File: src/sv/tqoa_pkg.sv
// Package for two_queues_one_array: store geometry, pointer widths,
// action and status codes. No dependencies.
package tqoa_pkg;

  // Number of slots shared by the two queues
  localparam int DEPTH = 16;
  // Slot address width
  localparam int AW = $clog2(DEPTH);
  // Width of the position field of a request
  localparam int POS_W = 4;
  // Signed pointer width: holds -1 .. DEPTH and any position value
  localparam int PW = (($clog2(DEPTH + 1) + 1) > (POS_W + 1)) ?
                      ($clog2(DEPTH + 1) + 1) : (POS_W + 1);
  // Word width
  localparam int DW = 32;

  // Empty marks for the two queues
  localparam logic signed [PW-1:0] Q1_EMPTY = '1;
  localparam logic signed [PW-1:0] Q2_EMPTY = PW'(DEPTH);
  localparam logic signed [PW-1:0] Q2_FIRST = PW'(DEPTH - 1);

  // Request actions
  localparam logic [2:0] ACT_INSERT  = 3'd0;
  localparam logic [2:0] ACT_DELETE  = 3'd1;
  localparam logic [2:0] ACT_PEEK    = 3'd2;
  localparam logic [2:0] ACT_MODIFY  = 3'd3;
  localparam logic [2:0] ACT_DISPLAY = 3'd4;

  // Result status codes
  localparam logic [1:0] ST_OK     = 2'd0;
  localparam logic [1:0] ST_FULL   = 2'd1;
  localparam logic [1:0] ST_EMPTY  = 2'd2;
  localparam logic [1:0] ST_BADPOS = 2'd3;

endpackage

File: src/sv/tqoa_ram.sv
// Generic single-port-write, single-port-read RAM with registered read.
// No dependencies.
module tqoa_ram #(
  parameter int WIDTH = 32,
  parameter int DEPTH = 16
) (
  input  logic                     clk,
  input  logic                     we,
  input  logic [$clog2(DEPTH)-1:0] waddr,
  input  logic [WIDTH-1:0]         wdata,
  input  logic [$clog2(DEPTH)-1:0] raddr,
  output logic [WIDTH-1:0]         rdata
);

  logic [WIDTH-1:0] mem [DEPTH];

  // Write, and registered read
  always_ff @(posedge clk) begin
    if (we) begin
      mem[waddr] <= wdata;
    end
    rdata <= mem[raddr];
  end

endmodule

File: src/sv/two_queues_one_array.sv
// Two queues in one array: top level. Uses tqoa_pkg and tqoa_ram.
// Insert, modify and status-only results are registered from the request; delete
// and peek data pass the RAM read register, then the output register (one slot
// read); display: words take the same path, one word per cycle, out_last on the
// last. busy is high during a delete, peek or display read; start is ignored then.
// Reset (rst_n low, synchronous) empties both queues; slots are not cleared.
module two_queues_one_array (
  input  logic                          clk,
  input  logic                          rst_n,
  input  logic                          start,
  output logic                          busy,
  input  logic [2:0]                    in_action,
  input  logic                          in_which_queue,
  input  logic signed [tqoa_pkg::DW-1:0] in_value,
  input  logic [tqoa_pkg::POS_W-1:0]    in_position,
  output logic                          out_valid,
  output logic [1:0]                    out_status,
  output logic signed [tqoa_pkg::DW-1:0] out_data,
  output logic                          out_last
);

  typedef enum logic [1:0] {S_IDLE, S_READ, S_DISP} state_t;

  state_t                          state_r, state_nxt;
  logic signed [tqoa_pkg::PW-1:0]  f1_r, f1_nxt, r1_r, r1_nxt;
  logic signed [tqoa_pkg::PW-1:0]  f2_r, f2_nxt, r2_r, r2_nxt;
  logic signed [tqoa_pkg::PW-1:0]  idx_r, idx_nxt;
  logic                            sel_r, sel_nxt;
  logic                            out_valid_r, out_valid_nxt;
  logic [1:0]                      out_status_r, out_status_nxt;
  logic [tqoa_pkg::DW-1:0]         out_data_r, out_data_nxt;
  logic                            out_last_r, out_last_nxt;

  logic                            ram_we;
  logic signed [tqoa_pkg::PW-1:0]  wptr, rptr;
  logic [tqoa_pkg::DW-1:0]         ram_wdata, ram_rdata;

  logic                            accept;
  logic                            q_empty;
  logic signed [tqoa_pkg::PW-1:0]  pos_s, front_sel;
  logic                            bad_pos, disp_last;

  // Slot store
  tqoa_ram #(
    .WIDTH (tqoa_pkg::DW),
    .DEPTH (tqoa_pkg::DEPTH)
  ) u_ram (
    .clk   (clk),
    .we    (ram_we),
    .waddr (wptr[tqoa_pkg::AW-1:0]),
    .wdata (ram_wdata),
    .raddr (rptr[tqoa_pkg::AW-1:0]),
    .rdata (ram_rdata)
  );

  assign busy   = (state_r != S_IDLE);
  assign accept = start && !busy;

  // Request decode helpers
  assign q_empty   = in_which_queue ? (f2_r == tqoa_pkg::Q2_EMPTY)
                                    : (f1_r == tqoa_pkg::Q1_EMPTY);
  assign pos_s     = $signed({{(tqoa_pkg::PW - tqoa_pkg::POS_W){1'b0}}, in_position});
  assign front_sel = in_which_queue ? f2_r : f1_r;
  assign bad_pos   = in_which_queue ? ((pos_s > f2_r) || (pos_s < r2_r))
                                    : ((pos_s < f1_r) || (pos_s > r1_r));
  assign disp_last = sel_r ? (idx_r == r2_r) : (idx_r == r1_r);

  // Next-state, RAM access and result word
  always_comb begin
    state_nxt      = state_r;
    f1_nxt         = f1_r;
    r1_nxt         = r1_r;
    f2_nxt         = f2_r;
    r2_nxt         = r2_r;
    idx_nxt        = idx_r;
    sel_nxt        = sel_r;
    out_valid_nxt  = 1'b0;
    out_status_nxt = tqoa_pkg::ST_OK;
    out_data_nxt   = '0;
    out_last_nxt   = 1'b1;
    ram_we         = 1'b0;
    wptr           = pos_s;
    ram_wdata      = in_value;
    rptr           = front_sel;

    case (state_r)
      S_IDLE: begin
        if (accept) begin
          case (in_action)
            tqoa_pkg::ACT_INSERT: begin
              out_valid_nxt = 1'b1;
              if (r1_r == r2_r - 2'sd1) begin
                out_status_nxt = tqoa_pkg::ST_FULL;
              end else if (!in_which_queue) begin
                r1_nxt = r1_r + 2'sd1;
                wptr   = r1_r + 2'sd1;
                ram_we = 1'b1;
                if (f1_r == tqoa_pkg::Q1_EMPTY) f1_nxt = '0;
              end else begin
                r2_nxt = r2_r - 2'sd1;
                wptr   = r2_r - 2'sd1;
                ram_we = 1'b1;
                if (f2_r == tqoa_pkg::Q2_EMPTY) f2_nxt = tqoa_pkg::Q2_FIRST;
              end
            end
            tqoa_pkg::ACT_DELETE: begin
              if (q_empty) begin
                out_valid_nxt  = 1'b1;
                out_status_nxt = tqoa_pkg::ST_EMPTY;
              end else begin
                state_nxt = S_READ;
                // front word is read now; pointers move at once
                if (!in_which_queue) begin
                  if (f1_r == r1_r) begin
                    f1_nxt = tqoa_pkg::Q1_EMPTY;
                    r1_nxt = tqoa_pkg::Q1_EMPTY;
                  end else begin
                    f1_nxt = f1_r + 2'sd1;
                  end
                end else begin
                  if (f2_r == r2_r) begin
                    f2_nxt = tqoa_pkg::Q2_EMPTY;
                    r2_nxt = tqoa_pkg::Q2_EMPTY;
                  end else begin
                    f2_nxt = f2_r - 2'sd1;
                  end
                end
              end
            end
            tqoa_pkg::ACT_PEEK: begin
              if (q_empty) begin
                out_valid_nxt  = 1'b1;
                out_status_nxt = tqoa_pkg::ST_EMPTY;
              end else begin
                state_nxt = S_READ;
              end
            end
            tqoa_pkg::ACT_MODIFY: begin
              out_valid_nxt = 1'b1;
              if (q_empty) begin
                out_status_nxt = tqoa_pkg::ST_EMPTY;
              end else if (bad_pos) begin
                out_status_nxt = tqoa_pkg::ST_BADPOS;
              end else begin
                ram_we = 1'b1;
              end
            end
            tqoa_pkg::ACT_DISPLAY: begin
              if (q_empty) begin
                out_valid_nxt  = 1'b1;
                out_status_nxt = tqoa_pkg::ST_EMPTY;
              end else begin
                state_nxt = S_DISP;
                idx_nxt   = front_sel;
                sel_nxt   = in_which_queue;
              end
            end
            default: begin
              // unused action codes give no result
            end
          endcase
        end
      end
      S_READ: begin
        out_valid_nxt = 1'b1;
        out_data_nxt  = ram_rdata;
        state_nxt     = S_IDLE;
      end
      S_DISP: begin
        // ram_rdata holds the word at idx_r
        out_valid_nxt = 1'b1;
        out_data_nxt  = ram_rdata;
        out_last_nxt  = disp_last;
        if (disp_last) begin
          state_nxt = S_IDLE;
        end else begin
          idx_nxt = sel_r ? (idx_r - 2'sd1) : (idx_r + 2'sd1);
          rptr    = idx_nxt;
        end
      end
      default: begin
        state_nxt = S_IDLE;
      end
    endcase
  end

  // State and registered outputs
  always_ff @(posedge clk) begin
    if (!rst_n) begin
      state_r     <= S_IDLE;
      f1_r        <= tqoa_pkg::Q1_EMPTY;
      r1_r        <= tqoa_pkg::Q1_EMPTY;
      f2_r        <= tqoa_pkg::Q2_EMPTY;
      r2_r        <= tqoa_pkg::Q2_EMPTY;
      out_valid_r <= 1'b0;
    end else begin
      state_r     <= state_nxt;
      f1_r        <= f1_nxt;
      r1_r        <= r1_nxt;
      f2_r        <= f2_nxt;
      r2_r        <= r2_nxt;
      out_valid_r <= out_valid_nxt;
    end
    idx_r        <= idx_nxt;
    sel_r        <= sel_nxt;
    out_status_r <= out_status_nxt;
    out_data_r   <= out_data_nxt;
    out_last_r   <= out_last_nxt;
  end

  assign out_valid  = out_valid_r;
  assign out_status = out_status_r;
  assign out_data   = out_data_r;
  assign out_last   = out_last_r;

endmodule

File: config.mk
export PLATFORM = sky130hd
export DESIGN_NAME = two_queues_one_array
export DESIGN_NICKNAME = d
export VERILOG_FILES = /design/src/sv/tqoa_pkg.sv /design/src/sv/tqoa_ram.sv /design/src/sv/two_queues_one_array.sv
export SDC_FILE = /design/constraint.sdc
export NUM_CORES = 1
export LEC_CHECK = 0
export BUFFER_PORTS_ARGS = -buffer_cell sky130_fd_sc_hd__clkbuf_2
export CAP_MARGIN = 10
export CORE_MARGIN = 1
export CORE_UTILIZATION = 35
export DETAILED_ROUTE_END_ITERATION = 6
export PLACE_DENSITY = 0.56
export RECOVER_POWER = 50
export SETUP_SLACK_MARGIN = 0.3
export SYNTH_ARGS = -nofsm -noshare
export SYNTH_HDL_FRONTEND = slang
export SYNTH_SLANG_ARGS = --single-unit
File: constraint.sdc
create_clock -name clk -period 4.6 [get_ports clk]
set_input_delay 0 -clock clk [delete_from_list [all_inputs] [get_ports clk]]
set_output_delay 0 -clock clk [all_outputs]
set_load 0.02 [all_outputs]
==> flow_summary.yaml, run 1 <==
synthesis:
  syn_area_per_cell_um2: 15.1
  synth.most_common_cell: "edfxtp_1"
  ys_ff_latch: 613
  synth_top_area_cell: "edfxtp_1"
  yosysTopAreaCellShare_pct: 62.3
  ys_top_cells_by_area: "edfxtp_1 (62%), mux2i_1 (11%), dfxtp_1 (7.5%)"
  synth_cell_types: 59
  syn_inst: 1654
  synth_edf_count: 519
  synthTopCellsByCount: "edfxtp_1 (519), mux2i_1 (267), o22ai_1 (128)"
  syn_area_mm2: 0.0250
  ys.flop_type: "edfxtp_1"
  ys_seq_area_share_pct: 69.8
  synthArstFlopShare_pct: 0
  yosysWarnings: 0
  synth_nets: 1723
sta:
  fin_crit_sh_pct: 85.3
  fin_skew_ns: 0.0190
  relSlewSlack_pct: -30.4
  slew_viol_final: 68
  layout_min_cycle_time_ns: 3.92
  fin_tns_setup_ns: 0
  finalHoldViolCount: 0
  rsz0062_at_grt: "no"
  tightest_slew_ns: 1.96
  final-setup-viol-count: 0
  timing.fmax_mhz: 255
placed_design:
  io_buffers: 79
  place_inst: 2625
  place.gp.congestion: 0.853
  dp_hpwl_mm: 37.3
drt:
  drc: 0
  routed_wl_mm: 61.5
  vias: 14544
  avgViaCountPerCell: 5.21
  firstDrtPassIters: 5
  ant_nets: 0
  wire_per_inst_um: 22.1
  drt_iter0_markers: 988
setup_path:
  r2r-start: "sel_r"
  end_kind: "flop"
  cp.required_ns: 5.07
  critPathLaunchType: "flop"
  ff2ff_setup_slack_ns: 0.68
  worstPathArrival_ns: 4.39
  critPathLaunch: "sel_r"
  crit_type: "reg2reg"
  cp_max_fo: 24
clocking:
  cts_root_buf: "clkbuf_16"
  cts.sinks: 613
  cts_tree: "done"
  clockBufferDepth: 3
  clkTransAtPathRegs_ns: 0.06
  clk_latency_ns: 0.61
  cts_made_buffers: 68
  htree_levels: 3
power:
  power-per-cell-area_mw_per_mm2: 418
  vdd_drop_max_mv: 0.264
  power.leakage_nw: 10.4
global_route:
  antenna_found_initial: 3
  grt_pass1_vias: 14774
  overflow: 0
  grt_usage_pct: 16.9
  grt_max_degree: 50
  grt_first_pass_wirelength_mm: 93.5
floorplanning:
  floorplan.rows: 97
  core_mm2: 0.0704
  dieArea_mm2: 0.0725
  io_pins: 80
  fp.dieW_um: 269
  start_util_pct: 35.5
  die_height_um: 269
worst_hold_path:
  hp-class: "in2reg"
  hp-start: "in_action[0]"
finish:
  final_cell_count_no_fill: 2789
  num-nets-final: 1864
  layout-drive-gt1-share_pct: 11.1
  fill_cells: 6436
  synthToLayoutAreaGrowth_pct: 17.1
  num_antenna_cells: 0
status:
  violations: "capacitance limit, slew limit"
  status: "finished, violations left"
flow_run:
  max_cap_viol_count: 2
==> kinds of logic (layout without fill, tap and decap cells) <==
| kind of cell | count (synthesis) | after routing | synth area share [%] |
|---|---|---|---|
| adders and majority gates | 26 | 26 | 1.33 |
| DFF | 613 | 613 | 69.8 |
| buffers and inverters | 125 | 320 | 2.44 |
| AOI/OAI and AO/OA | 292 | 292 | 7.91 |
| xor gates and xnor gates | 39 | 39 | 1.42 |
| muxes | 279 | 279 | 11.2 |
| and+or+nand+nor | 280 | 280 | 5.83 |
==> layout by cell type, fill, tap and decap left out, drive strengths merged, types with 4 or more instances in the layout <==
cell and n:
nand2 87, and2 37, dfxtp 94, or4 32, nor4 8, and3 10, a32oi 6, o211a 13
nand3 15, inv 30, bufinv 4, o31a 4, a21oi 39, o21bai 4, ha 25, mux2 12
a221o 9, o211ai 6, dlygate4sd3 39, edfxtp 519, buf 51, clkbuf 175, nor2 45, a221oi 11
a31oi 9, nor2b 9, clkinv 21, a21boi 6, o21a 8, o21ai 34, xor2 11, mux2i 267
nor3 18, o22ai 128, a21o 5, xnor2 27
==> final timing paths <==
kind	endpoint	depth (start not counted)
setup / recovery	u_ram.rdata[24]	9
hold / removal	r1_r[1]	5
hold reg to reg	out_data[29]	1
setup reg to reg	u_ram.rdata[24]	9
==> state kept, by name, indices dropped and copies added, names as in the netlist <==
signal       flops
u_ram.mem      512
out_data        32
u_ram.rdata     32
f1_r             6
f2_r             6
idx_r            6
r1_r             6
r2_r             6
out_status       2
state_r          2
out_last         1
out_valid        1
sel_r            1
==> power by group <==
part / internal (W) / switching, W
sequential: 0.00609 / 0.0000474
combinational: 0.000290 / 0.000465
clock: 0.00312 / 0.00221
total: 0.00950 / 0.00272
==> what timing repair did <==
item / 4_1_cts / 5_1_grt
hold buffers: 39 / 0
resized for setup: 0 / 1
setup endpoints to repair: 0 / 51
setup buffers: 0 / 0
hold endpoints to repair: 525 / 0
==> cell type report <==
cell class | instances | area [µm²] | share of cell area [%]
Sequential cell | 613 | 17500 | 59.7
Inverter | 26 | 97.6 | 0.333
Clock buffer | 95 | 1880 | 6.44
Tap cell | 940 | 1180 | 4.02
Clock inverter | 29 | 319 | 1.09
Multi-Input combinational cell | 916 | 7110 | 24.3
Timing Repair Buffer | 170 | 1220 | 4.18
==> stage by stage <==
step / utilization [%] / total power (W) / worst slack [ns] / area (µm²) / hold slack, ns
after floorplan: - / 0.00671 / -0.308 / 25000 / 0.0989
after global placement: 38.0 / 0.00698 / 0.685 / 26800 / 0.392
after detailed placement: 38.0 / 0.00699 / 0.597 / 26800 / 0.407
after CTS: 41.7 / 0.0124 / 0.567 / 29400 / 0.0279
after global routing: 41.6 / 0.0126 / 0.468 / 29300 / 0.126
final: 41.6 / 0.0122 / 0.677 / 29300 / 0.0779
==> critical path, stage by stage (launching register included) <==
cell	delay (ns)
edfxtp_1	0.70
mux2i_1	0.29
xnor2_1	0.12
nor4_4	0.53
a21bo_4	0.48
nor3_1	0.15
a21oi_4	0.48
buf_4	0.36
o22ai_1	0.13
or4_1	0.52
==> per-layer routing <==
metal | vias to the layer above | part of all wire (%) | routed length (µm) | global-route usage [%]
met1 | 7403 | 46 | 28000 | 23.1
met5 | - | 0.034 | 21 | 0
met2 | 337 | 47 | 29200 | 27.7
met3 | 99 | 4.8 | 2960 | 3.08
met4 | 4 | 2.2 | 1340 | 4.49
li1 | 6701 | - | - | -
Note: power is estimated with default switching activity, not from simulation.
==> run 2, diff against run 1 <==
--- a/config.mk
+++ b/config.mk
@@ -15,4 +15,5 @@
 export SETUP_SLACK_MARGIN = 0.3
 export SYNTH_ARGS = -nofsm -noshare
 export SYNTH_HDL_FRONTEND = slang
+export SYNTH_HIERARCHICAL = 1
 export SYNTH_SLANG_ARGS = --single-unit
==> flow_summary.yaml, run 2 <==
status:
  status: "finished, violations left"
  violations: "capacitance limit, slew limit"
synthesis:
  ys_top_cells_by_area: "edfxtp_1 (65%), mux4_2 (12%), dfxtp_1 (7.8%)"
  synthArstFlopShare_pct: 0
  yosysWarnings: 6
  synth_nets: 1398
  yosysTopAreaCellShare_pct: 64.8
  syn_inst: 1329
  syn_area_per_cell_um2: 18.1
  ys_ff_latch: 613
  synth_edf_count: 519
  synth_top_area_cell: "edfxtp_1"
  ys.flop_type: "edfxtp_1"
  ys_seq_area_share_pct: 72.7
  synthTopCellsByCount: "edfxtp_1 (519), mux4_2 (128), dfxtp_1 (94)"
  synth.most_common_cell: "edfxtp_1"
  syn_area_mm2: 0.0240
  synth_cell_types: 64
finish:
  largest-register: "u_ram/mem"
  synthToLayoutAreaGrowth_pct: 17.9
  num_antenna_cells: 0
  fill_cells: 5996
  post-route-util_pct: 42.0
  final_common_cell: "edfxtp_1"
  regArea_mm2: 0.0175
  largest_reg_flops: 512
  layout_common_cells: "edfxtp_1 (519), mux4_2 (128), dfxtp_1 (94)"
  layout-drive-gt1-share_pct: 20.7
  multi_input_area_mm2: 0.00626
  num-nets-final: 1557
power:
  p_seq_share_pct: 50.3
  power.internal_w: 0.00946
  vdd_drop_max_mv: 0.280
  power_w: 0.0122
  p_sw_w: 0.00272
  pwr-share-comb_pct: 6.6
  power.leakage_nw: 9.34
  swShare_pct: 22.3
  power-per-cell-area_mw_per_mm2: 429
  pwr-share-clk_pct: 43.0
sta:
  fin_ws_ns: 0.567
  rsz0062_at_grt: "no"
  fin_crit_sh_pct: 87.7
  layout_min_cycle_time_ns: 4.03
  slew_viol_final: 33
  tightest_slew_ns: 2.22
  hold_ws_ns: 0.153
  final-setup-viol-count: 0
  fin_tns_setup_ns: 0
  timing.fmax_mhz: 248
  fin_skew_ns: 0.0337
  finalHoldViolCount: 0
  relSlewSlack_pct: -47.8
setup_path:
  crit_type: "reg2reg"
  end_kind: "flop"
  cp.required_ns: 4.83
  critPathLaunchType: "flop"
  cp_max_fo: 22
  worstPathArrival_ns: 4.27
drt:
  firstDrtPassIters: 7
  wire_per_inst_um: 22.8
  ant_nets: 0
  avgViaCountPerCell: 5.31
  drt_iter0_markers: 990
  drc: 0
  vias: 12823
  routed_wl_mm: 55.0
clocking:
  cts.sinks: 613
  cts_tree: "done"
  clkTransAtPathRegs_ns: 0.06
  cts_made_buffers: 66
  clockBufferDepth: 3
  htree_levels: 3
  cts_root_buf: "clkbuf_16"
  clk_latency_ns: 0.61
floorplanning:
  start_util_pct: 35.6
  dieArea_mm2: 0.0697
  io_pins: 80
  core_mm2: 0.0675
  fp.dieW_um: 264
  floorplan.rows: 95
  die_height_um: 264
global_route:
  grt_max_degree: 33
  overflow: 0
  antenna_found_initial: 4
  grt_usage_pct: 15.9
  grt_first_pass_wirelength_mm: 83.3
  grt_pass1_vias: 13341
placed_design:
  dp_hpwl_mm: 32.9
  io_buffers: 79
  dp_slack_ns: 0.442
  place.gp.congestion: 0.855
worst_hold_path:
  hp-class: "in2reg"
flow_run:
  max_cap_viol_count: 1
-- run 2: cell type report --
type | count | share of cell area (%)
flip-flops and latches | 613 | 61.6
multi-input cells | 603 | 22.1
clock buffers | 86 | 6.35
repair buffers | 168 | 4.37
well taps | 873 | 3.85
clock inverters | 34 | 1.27
inverters | 36 | 0.477
-- run 2: worst paths after layout --
kind | start | end | slack (ns) | cells past startpoint
setup / recovery | f2_r[0] | u_ram/mem[8][27] | 0.57 | 10
hold / removal | in_action[0] | out_status[0] | 0.15 | 4
setup reg to reg | f2_r[0] | u_ram/mem[8][27] | 0.57 | 10
hold reg to reg | u_ram/rdata[24] | out_data[24] | 0.43 | 1
-- run 2: worst max-delay path, stage by stage (launching register included) --
cell       delay (ns)
dfxtp_1          0.45
inv_1            0.13
ha_1             0.26
nand4bb_1        0.17
nor2_1           0.11
or2_2            0.35
or4_1            0.62
o21ai_0          0.43
nand3b_1         0.43
nor3_4           0.25
buf_4            0.45
-- run 2: through the flow --
stage,instance area [µm²],std cells
floorplan,24100,1329
global placement,25900,2255
detailed placement,25900,2255
CTS,28400,2413
global route,28300,2413
finish,28300,2413
-- run 2: logic make-up after synthesis --
group,Yosys count,share of synthesized area (%)
compound gates,201,5.64
fa+ha+maj,26,1.38
xor+xnor,34,1.36
simple gates,205,4.49
buf+inv,113,2.09
mux,137,12.4
flops,613,72.7
-- run 2: power groups by stage --
stage,sequential [W],clock [W],combinational (W)
final,0.00613,0.00524,0.000808
after global routing,0.00613,0.00558,0.000882
after CTS,0.00613,0.00537,0.000829
after detailed placement,0.00625,0,0.000798
after global placement,0.00624,0,0.000791
after floorplan,0.00625,0,0.000490
-- run 2: per-layer routing --
layer  track usage, %  vias to the layer above  share of wire [%]  wire, µm
li1                 -                     5645                  -         -
met1             21.2                     6715                 44     24000
met2             26.4                      371                 49     26900
met3             3.15                       90                5.5      3010
met4             4.29                        2                2.1      1130
met5                0                        -              0.024        13
-- run 2: what timing repair did --
| item | 4_1_cts | 5_1_grt |
|---|---|---|
| buffers inserted | 0 | 0 |
| resized for setup | 0 | 1 |
| endpoints found under the setup margin | 0 | 115 |
| endpoints found under the hold margin | 522 | 0 |
| hold buffers | 38 | 0 |
